<file path="config.mk">
export PLATFORM = sky130hd
export DESIGN_NAME = deadzone_run_length_encoder
export DESIGN_NICKNAME = d
export VERILOG_FILES = /design/src/rtl/drlenc_pkg.sv /design/src/rtl/drlenc_front.sv /design/src/rtl/drlenc_queue.sv /design/src/rtl/drlenc_back.sv /design/src/rtl/deadzone_run_length_encoder.sv
export VERILOG_INCLUDE_DIRS = /design/src /design/src/rtl
export SDC_FILE = /design/constraint.sdc
export NUM_CORES = 1
export LEC_CHECK = 0
export BUFFER_PORTS_ARGS = -buffer_cell sky130_fd_sc_hd__buf_2
export CAP_MARGIN = 5
export CORE_UTILIZATION = 58
export DETAILED_ROUTE_END_ITERATION = 12
export PLACE_DENSITY_LB_ADDON = 0.25
export SYNTH_ARGS = -nofsm -noshare
export SYNTH_HDL_FRONTEND = slang
export SYNTH_HIERARCHICAL = 1
export SYNTH_SLANG_ARGS = --single-unit
</file>
<file path="constraint.sdc">
create_clock -name clock -period 11.1 [get_ports clock]
set_input_delay 1.11 -clock clock [delete_from_list [all_inputs] [get_ports clock]]
set_output_delay 1.11 -clock clock [all_outputs]
set_load 0.02 [all_outputs]
</file>
<file path="src/rtl/deadzone_run_length_encoder_defines.svh">
// Assertion macros shared by the front, queue and back RTL files.
`ifndef DEADZONE_RUN_LENGTH_ENCODER_DEFINES_SVH
`define DEADZONE_RUN_LENGTH_ENCODER_DEFINES_SVH
`ifndef SYNTHESIS
// Consequent must hold in the same cycle as the antecedent.
`define DRLENC_ASSERT_SAME(label, clk, rst, ante, cons, msg) \
   label: assert property (@(posedge clk) disable iff (rst) (ante) |-> (cons)) \
      else $error(msg);
// Consequent must hold in the cycle after the antecedent.
`define DRLENC_ASSERT_NEXT(label, clk, rst, ante, cons, msg) \
   label: assert property (@(posedge clk) disable iff (rst) (ante) |=> (cons)) \
      else $error(msg);
`else
`define DRLENC_ASSERT_SAME(label, clk, rst, ante, cons, msg)
`define DRLENC_ASSERT_NEXT(label, clk, rst, ante, cons, msg)
`endif
`endif

</file>
<file path="src/rtl/drlenc_pkg.sv">
// Types and constants for the deadzone run-length encoder.
`timescale 1ns / 1ps
package drlenc_pkg;

   localparam int unsigned DATA_W = 16;
   localparam logic [DATA_W-1:0] RUN_MAX = 16'hFFFF;

   // Configuration register indexes
   localparam logic CSR_ZERO_THRESHOLD = 1'b0;
   localparam logic CSR_DEADZONE       = 1'b1;

   typedef struct packed {
      logic [DATA_W-1:0] sample;
      logic              frame_end;
   } drlenc_req_type;

   typedef struct packed {
      logic [DATA_W-1:0] run_value;
      logic [DATA_W-1:0] run_length;
      logic              last_run;
   } drlenc_rsp_type;

   // One queue entry: the pairs that one item produces
   typedef struct packed {
      logic              brk_valid;
      logic [DATA_W-1:0] brk_value;
      logic [DATA_W-1:0] brk_length;
      logic              fin_valid;
      logic [DATA_W-1:0] fin_value;
      logic [DATA_W-1:0] fin_length;
   } drlenc_entry_type;

   typedef struct packed {
      logic full;
      logic empty;
   } drlenc_qstat_type;

endpackage

</file>
<file path="src/rtl/drlenc_front.sv">
// Front part: config registers, sample clamp, run tracking and pair generation.
`timescale 1ns / 1ps
`include "deadzone_run_length_encoder_defines.svh"
module drlenc_front (
   input  logic                        clock,
   input  logic                        reset,
   input  logic                        req_valid,
   output logic                        req_stall,
   input  drlenc_pkg::drlenc_req_type  req_data,
   input  logic                        csr_we,
   input  logic                        csr_index,
   input  logic [15:0]                 csr_wdata,
   input  drlenc_pkg::drlenc_qstat_type q_stat,
   output logic                        push,
   output drlenc_pkg::drlenc_entry_type push_entry
);
   import drlenc_pkg::*;

   logic [DATA_W-1:0] zero_threshold_ff, zero_threshold_in;
   logic [DATA_W-1:0] window_ff, window_in;
   logic [DATA_W-1:0] ref_value_ff, ref_value_in;
   logic [DATA_W-1:0] run_count_ff, run_count_in;
   logic              run_open_ff, run_open_in;

   logic              accept;
   logic              flush;
   logic [DATA_W-1:0] value;
   logic [DATA_W-1:0] delta;
   logic              in_window;
   logic [DATA_W-1:0] cur_value;
   logic [DATA_W-1:0] cur_count;

   // Hold input while the queue has no room
   assign req_stall = q_stat.full;
   assign accept    = req_valid && !req_stall;
   assign flush     = accept && req_data.frame_end;

   // Write configuration registers
   always_comb begin
      zero_threshold_in = zero_threshold_ff;
      window_in         = window_ff;
      if (csr_we) begin
         unique case (csr_index)
            CSR_ZERO_THRESHOLD: zero_threshold_in = csr_wdata;
            CSR_DEADZONE:       window_in         = csr_wdata;
            default: ;
         endcase
      end
   end

   // Clamp small samples to zero and measure distance from the run value
   assign value     = (req_data.sample < zero_threshold_ff) ? '0 : req_data.sample;
   assign delta     = (value >= ref_value_ff) ? (value - ref_value_ff)
                                              : (ref_value_ff - value);
   assign in_window = (delta <= window_ff);

   // Extend or break the run, then flush on frame end
   always_comb begin
      push_entry = '0;
      cur_value  = ref_value_ff;
      cur_count  = run_count_ff;
      if (run_open_ff) begin
         if (in_window && (run_count_ff != RUN_MAX)) begin
            cur_count = run_count_ff + 1'b1;
         end else begin
            push_entry.brk_valid  = 1'b1;
            push_entry.brk_value  = ref_value_ff;
            push_entry.brk_length = run_count_ff;
            cur_value = value;
            cur_count = DATA_W'(1);
         end
      end else begin
         cur_value = value;
         cur_count = DATA_W'(1);
      end
      push_entry.fin_valid  = req_data.frame_end;
      push_entry.fin_value  = cur_value;
      push_entry.fin_length = cur_count;
   end

   assign push = accept && (push_entry.brk_valid || push_entry.fin_valid);

   // Advance run state on accepted items
   always_comb begin
      ref_value_in = ref_value_ff;
      run_count_in = run_count_ff;
      run_open_in  = run_open_ff;
      if (accept) begin
         if (req_data.frame_end) begin
            ref_value_in = '0;
            run_count_in = '0;
            run_open_in  = 1'b0;
         end else begin
            ref_value_in = cur_value;
            run_count_in = cur_count;
            run_open_in  = 1'b1;
         end
      end
   end

   always_ff @(posedge clock) begin
      if (reset) begin
         zero_threshold_ff <= '0;
         window_ff         <= '0;
         ref_value_ff      <= '0;
         run_count_ff      <= '0;
         run_open_ff       <= 1'b0;
      end else begin
         zero_threshold_ff <= zero_threshold_in;
         window_ff         <= window_in;
         ref_value_ff      <= ref_value_in;
         run_count_ff      <= run_count_in;
         run_open_ff       <= run_open_in;
      end
   end

   `DRLENC_ASSERT_SAME(a_open_count, clock, reset, run_open_ff, run_count_ff != '0, "empty open run")
   `DRLENC_ASSERT_NEXT(a_frame_closes, clock, reset, flush, !run_open_ff, "run left open")

endmodule

</file>
<file path="src/rtl/drlenc_queue.sv">
// Short entry queue between the front and back parts.
`timescale 1ns / 1ps
`include "deadzone_run_length_encoder_defines.svh"
module drlenc_queue #(
   parameter int unsigned DEPTH = 4
) (
   input  logic                         clock,
   input  logic                         reset,
   input  logic                         push,
   input  drlenc_pkg::drlenc_entry_type push_entry,
   input  logic                         pop,
   output drlenc_pkg::drlenc_entry_type head_entry,
   output drlenc_pkg::drlenc_qstat_type q_stat
);
   import drlenc_pkg::*;

   localparam int unsigned PTR_W = (DEPTH > 1) ? $clog2(DEPTH) : 1;
   localparam int unsigned CNT_W = $clog2(DEPTH + 1);
   localparam logic [PTR_W-1:0] LAST_PTR = PTR_W'(DEPTH - 1);
   localparam logic [CNT_W-1:0] FULL_CNT = CNT_W'(DEPTH);

   drlenc_entry_type  mem_ff [DEPTH];
   logic [PTR_W-1:0]  wr_ptr_ff, wr_ptr_in;
   logic [PTR_W-1:0]  rd_ptr_ff, rd_ptr_in;
   logic [CNT_W-1:0]  count_ff, count_in;

   assign q_stat.full  = (count_ff == FULL_CNT);
   assign q_stat.empty = (count_ff == '0);
   assign head_entry   = mem_ff[rd_ptr_ff];

   // Advance pointers with wrap and track fill level
   always_comb begin
      wr_ptr_in = wr_ptr_ff;
      rd_ptr_in = rd_ptr_ff;
      count_in  = count_ff;
      if (push) begin
         wr_ptr_in = (wr_ptr_ff == LAST_PTR) ? '0 : wr_ptr_ff + 1'b1;
      end
      if (pop) begin
         rd_ptr_in = (rd_ptr_ff == LAST_PTR) ? '0 : rd_ptr_ff + 1'b1;
      end
      if (push && !pop) begin
         count_in = count_ff + 1'b1;
      end else if (pop && !push) begin
         count_in = count_ff - 1'b1;
      end
   end

   always_ff @(posedge clock) begin
      if (reset) begin
         wr_ptr_ff <= '0;
         rd_ptr_ff <= '0;
         count_ff  <= '0;
      end else begin
         wr_ptr_ff <= wr_ptr_in;
         rd_ptr_ff <= rd_ptr_in;
         count_ff  <= count_in;
      end
   end

   // Store entries
   always_ff @(posedge clock) begin
      if (push) begin
         mem_ff[wr_ptr_ff] <= push_entry;
      end
   end

   `DRLENC_ASSERT_SAME(a_no_overflow, clock, reset, push, !q_stat.full, "push into full queue")
   `DRLENC_ASSERT_SAME(a_no_underflow, clock, reset, pop, !q_stat.empty, "pop from empty queue")

endmodule

</file>
<file path="src/rtl/drlenc_back.sv">
// Back part: splits queue entries into pairs and drives the result register.
`timescale 1ns / 1ps
`include "deadzone_run_length_encoder_defines.svh"
module drlenc_back (
   input  logic                         clock,
   input  logic                         reset,
   input  drlenc_pkg::drlenc_entry_type head_entry,
   input  drlenc_pkg::drlenc_qstat_type q_stat,
   output logic                         pop,
   output logic                         rsp_valid,
   input  logic                         rsp_stall,
   output drlenc_pkg::drlenc_rsp_type   rsp_data
);
   import drlenc_pkg::*;

   logic           rsp_valid_ff, rsp_valid_in;
   drlenc_rsp_type rsp_data_ff, rsp_data_in;
   logic           phase_ff, phase_in;
   logic           load;
   logic           send_brk;

   // Load the result register from a non-empty queue when it is empty or being taken
   assign load     = !q_stat.empty && (!rsp_valid_ff || !rsp_stall);
   assign send_brk = head_entry.brk_valid && !phase_ff;

   // Pick the break pair first, then the frame-end pair
   always_comb begin
      rsp_valid_in = rsp_valid_ff && rsp_stall;
      rsp_data_in  = rsp_data_ff;
      phase_in     = phase_ff;
      pop          = 1'b0;
      if (load) begin
         rsp_valid_in = 1'b1;
         if (send_brk) begin
            rsp_data_in.run_value  = head_entry.brk_value;
            rsp_data_in.run_length = head_entry.brk_length;
            rsp_data_in.last_run   = 1'b0;
            phase_in = head_entry.fin_valid;
            pop      = !head_entry.fin_valid;
         end else begin
            rsp_data_in.run_value  = head_entry.fin_value;
            rsp_data_in.run_length = head_entry.fin_length;
            rsp_data_in.last_run   = 1'b1;
            phase_in = 1'b0;
            pop      = 1'b1;
         end
      end
   end

   always_ff @(posedge clock) begin
      if (reset) begin
         rsp_valid_ff <= 1'b0;
         phase_ff     <= 1'b0;
      end else begin
         rsp_valid_ff <= rsp_valid_in;
         phase_ff     <= phase_in;
      end
   end

   always_ff @(posedge clock) begin
      rsp_data_ff <= rsp_data_in;
   end

   assign rsp_valid = rsp_valid_ff;
   assign rsp_data  = rsp_data_ff;

   `DRLENC_ASSERT_SAME(a_phase_head, clock, reset, phase_ff, !q_stat.empty && head_entry.brk_valid && head_entry.fin_valid, "split phase without two-pair head")

endmodule

</file>
<file path="src/rtl/deadzone_run_length_encoder.sv">
// Deadzone run-length encoder: top level joining front, queue and back parts.
//
// Usage: samples enter on the req_ channel (valid/stall), one item per cycle
// at most; each item carries one 16-bit sample and a frame_end flag. Finished
// runs leave on the rsp_ channel as value/length pairs with last_run set on
// the pair that closes a frame. Write zero_threshold (index 0) and the
// deadzone width (index 1) through csr_we/csr_index/csr_wdata while idle.
// Path: a pair caused by an accepted item is written into the queue, then
// loaded into the result register, from which it is presented on rsp_.
// Throughput: one item per cycle while the queue has room; the front
// classifies each item combinationally and pushes its pairs as a single
// queue entry. The back moves one pair per cycle unless the receiver stalls,
// so a break with frame end yields two pairs; QUEUE_DEPTH entries absorb this.
// Reset: both registers read 0, no run is open and the queue is empty.
// When the receiver stalls, the result register holds its pair, the queue
// fills, and req_stall rises once the queue is full.
`timescale 1ns / 1ps
module deadzone_run_length_encoder #(
   parameter int unsigned QUEUE_DEPTH = 4
) (
   input  logic                       clock,
   input  logic                       reset,
   input  logic                       req_valid,
   output logic                       req_stall,
   input  drlenc_pkg::drlenc_req_type req_data,
   output logic                       rsp_valid,
   input  logic                       rsp_stall,
   output drlenc_pkg::drlenc_rsp_type rsp_data,
   input  logic                       csr_we,
   input  logic                       csr_index,
   input  logic [15:0]                csr_wdata
);
   import drlenc_pkg::*;

   logic             push;
   logic             pop;
   drlenc_entry_type push_entry;
   drlenc_entry_type head_entry;
   drlenc_qstat_type q_stat;

   drlenc_front u_front (
      .clock      (clock),
      .reset      (reset),
      .req_valid  (req_valid),
      .req_stall  (req_stall),
      .req_data   (req_data),
      .csr_we     (csr_we),
      .csr_index  (csr_index),
      .csr_wdata  (csr_wdata),
      .q_stat     (q_stat),
      .push       (push),
      .push_entry (push_entry)
   );

   drlenc_queue #(
      .DEPTH (QUEUE_DEPTH)
   ) u_queue (
      .clock      (clock),
      .reset      (reset),
      .push       (push),
      .push_entry (push_entry),
      .pop        (pop),
      .head_entry (head_entry),
      .q_stat     (q_stat)
   );

   drlenc_back u_back (
      .clock      (clock),
      .reset      (reset),
      .head_entry (head_entry),
      .q_stat     (q_stat),
      .pop        (pop),
      .rsp_valid  (rsp_valid),
      .rsp_stall  (rsp_stall),
      .rsp_data   (rsp_data)
   );

endmodule

</file>
==> metrics <==
vias=9751; Pwr Density=around 210 nW/um^2; grt ovf=0; syn_nets=between 1000 and 1500; ys flop type=edfxtp_1; commonest non-fill, non-tap cell in the layout=edfxtp_1; Max VDD drop=roughly 0.26 mV; clock share of power=29.0%; row cnt=62; status=completed; Post CTS Setup Buffer Count=0; Worst Hold Class=reg -> reg; NetSw=roughly 1.1 mW; largest net degree at the start of global routing=65; RD Place Congestion=a little under 0.9; DIE WIDTH=about 170 um; Post-synth ARST share=0%; cell area after synthesis=about 17000 sq um; EDFF count, synth=~300; Crit. End Element=flip-flop; CP peak stage delay=0.95 ns; met3 Use GR=between 3 and 4%; drt drc=0; antenna violations before repair=0; CP max stage cell=and2_2; leakage power=6.96 nW; worst-path fanout max=37; Synth Warn #=6; fin crit period=between 8 and 9 ns; H-Tree Depth=2; Worst Hold Endpoint=u_front/zero_threshold_ff[8]; Starting Density=about three fifths; fill count=2107; sequential cell area fraction in the yosys report=about three fifths; Pre-antenna DRT Iters=5; RR Startpoint=u_front/zero_threshold_ff[9]; final wirelength=33.5 mm; clk root buf=clkbuf_16; core footprint=about 29000 sq um; clock skew=approximately 0.015 ns; first-pass GRT wire length=52.8 mm; height of the die=174 um; Worst-path clk slew=0.06 ns; nets=1375; Vias/cell=5.83; synthesized area per cell=14.3 sq um; CTS Hold Bufs=0; Cells after Synth=approximately 1200; crit start category=input port; GR Util met2=between 30% and 40%; Max Freq=115 MHz; fin crit share=around four fifths; Post-Route Setup TNS=0 ns; Cells after DPL=about 1600; Finish-stage setup viols=0; vias in the first global route=about 9600; global route hottest layer=met2; clk_lat worst skew=0.52 ns; clk sinks=about 370; sw frac=between 20% and 30%; FF-to-FF End=u_queue/mem_ff[3][60]; post-route non-filler standard cell count=1673; DP Area=17700 sq um; TritonCTS Buffers=38; Worst Tran Pin Value=1.12 ns; Hold Crit Start=u_front/zero_threshold_ff[8]; Hold Crit Depth=2; Slew Limit Fails=0; unrepaired setup endpoints after global routing=no; synthesized flop and latch total=373; grt met1 use=roughly 34%; Reg2Reg Depth=27; die area=30200 sq um; DP Wirelength=between 20 and 25 mm; Iter 0 DRT Violations=~700; synth-to-layout area growth=9.82%; Post-CTS Resized=0; reg2reg setup slack=approximately 2.8 ns; sequential power share=around 44%; port bufs=73; gr usage total=between 20 and 25%; drt wl/cell=roughly 20 um; layout cells sized above 1=~20%; most frequent cells in the layout=edfxtp_1, nand2_1, inv_1; Crit Path Class=in -> reg; Netlist cell types=63; Comb power frac=between 20% and 30%; design area=~19000 sq um; CP Data Required Time=approximately 11 ns; final hold viol count=0; Antenna Nets Post-Route=0; Max Cap Viol=0; Max-slew headroom=25.0%; clk buf depth=3; Top Ports=74; Internal=roughly 2.8 mW; antenna cells=0; CTS tree=built; WP data arrival=slightly below 9 ns
## power by group through the flow
stage          clock (mW)  combinational [mW]  sequential, mW
2_1_floorplan           0               0.770            1.85
3_3_place_gp            0                1.05            1.77
3_5_place_dp            0                1.07            1.78
4_1_cts              1.17                1.07            1.75
5_1_grt              1.22                1.15            1.77
6_report             1.15                1.06            1.75
## flip-flops by register name (all words and copies together) (netlist names), 2 cells and up, named ones only
signal	cells
u_front/window_ff	16
u_front/ref_value_ff	16
u_queue/mem_ff	264
u_queue/rd_ptr_ff	2
u_queue/count_ff	3
u_front/run_count_ff	16
u_front/zero_threshold_ff	16
u_back/rsp_data	33
u_queue/wr_ptr_ff	2
## metrics by stage
stage               util (%)  power (mW)  setup WS (ns)  hold WS (ns)
global placement        61.4        2.83           2.07         0.444
floorplan                  -        2.62           2.74         0.436
detailed placement      61.4        2.85           1.89         0.447
CTS                     65.2        3.99           2.41         0.456
global route            65.2        4.14           1.90         0.475
finish                  65.2        3.96           2.40         0.455
## final cells by class
class,instances,area (sq um),area share [%]
inverter,84,315,1.68
clock buffer,49,1010,5.38
clock inverter,16,97.6,0.519
timing repair buffer,88,478,2.54
tap,384,480,2.55
multi-input combinational,679,5990,31.8
sequential,373,10400,55.5
## worst max-delay path: cells and delay by family
kind	cells	cell delay, ns
AO/OA/AOI/OAI	13	3.66
adder cells (fa/ha/maj)	4	1.19
buffers and inverters	3	0.61
multiplexers	1	0.42
AND/OR/NAND/NOR	6	1.84
## logic make-up after synthesis
kind of cell | synth area share [%]
AOI/OAI and AO/OA | 6.89
buffers and inverters | 4.21
muxes | 13.8
and+or+nand+nor | 7.41
xor gates and xnor gates | 1.38
DFF | 60.9
adders and majority gates | 5.39
## synth_stat cells (all sizes together) (17+ instances only)
cell type | number | area share (%)
edfxtp | 297 | 52
nand2 | 104 | 2.3
inv | 84 | 1.8
a21oi | 78 | 2.3
dfxtp | 76 | 8.9
ha | 69 | 5.0
mux4 | 66 | 8.7
nor2 | 46 | 1.0
and2 | 41 | 1.5
mux2i | 39 | 2.3
buf | 34 | 1.8
mux2 | 34 | 2.8
clkbuf | 26 | 0.58
nand3 | 17 | 0.53
nand4 | 17 | 0.71
## layer usage
layer | part of all wire (%) | vias up
li1 | - | 4594
met1 | 46 | 4824
met2 | 46 | 294
met3 | 6.5 | 39
met4 | 1.6 | 0
met5 | 0 | -
## worst max-delay path by stage
stage,start,endpoint,slack [ns],cells past startpoint
global placement,req_data[10],u_queue/mem_ff[3][29],2.07,27
floorplan,req_data[10],u_queue/mem_ff[0][0],2.74,29
global route,req_data[10],u_queue/mem_ff[3][58],1.90,27
CTS,req_data[10],u_queue/mem_ff[3][60],2.41,27
finish,req_data[10],u_queue/mem_ff[3][60],2.40,27
detailed placement,req_data[10],u_queue/mem_ff[3][63],1.89,27
Power figures use the tool's default switching activity.
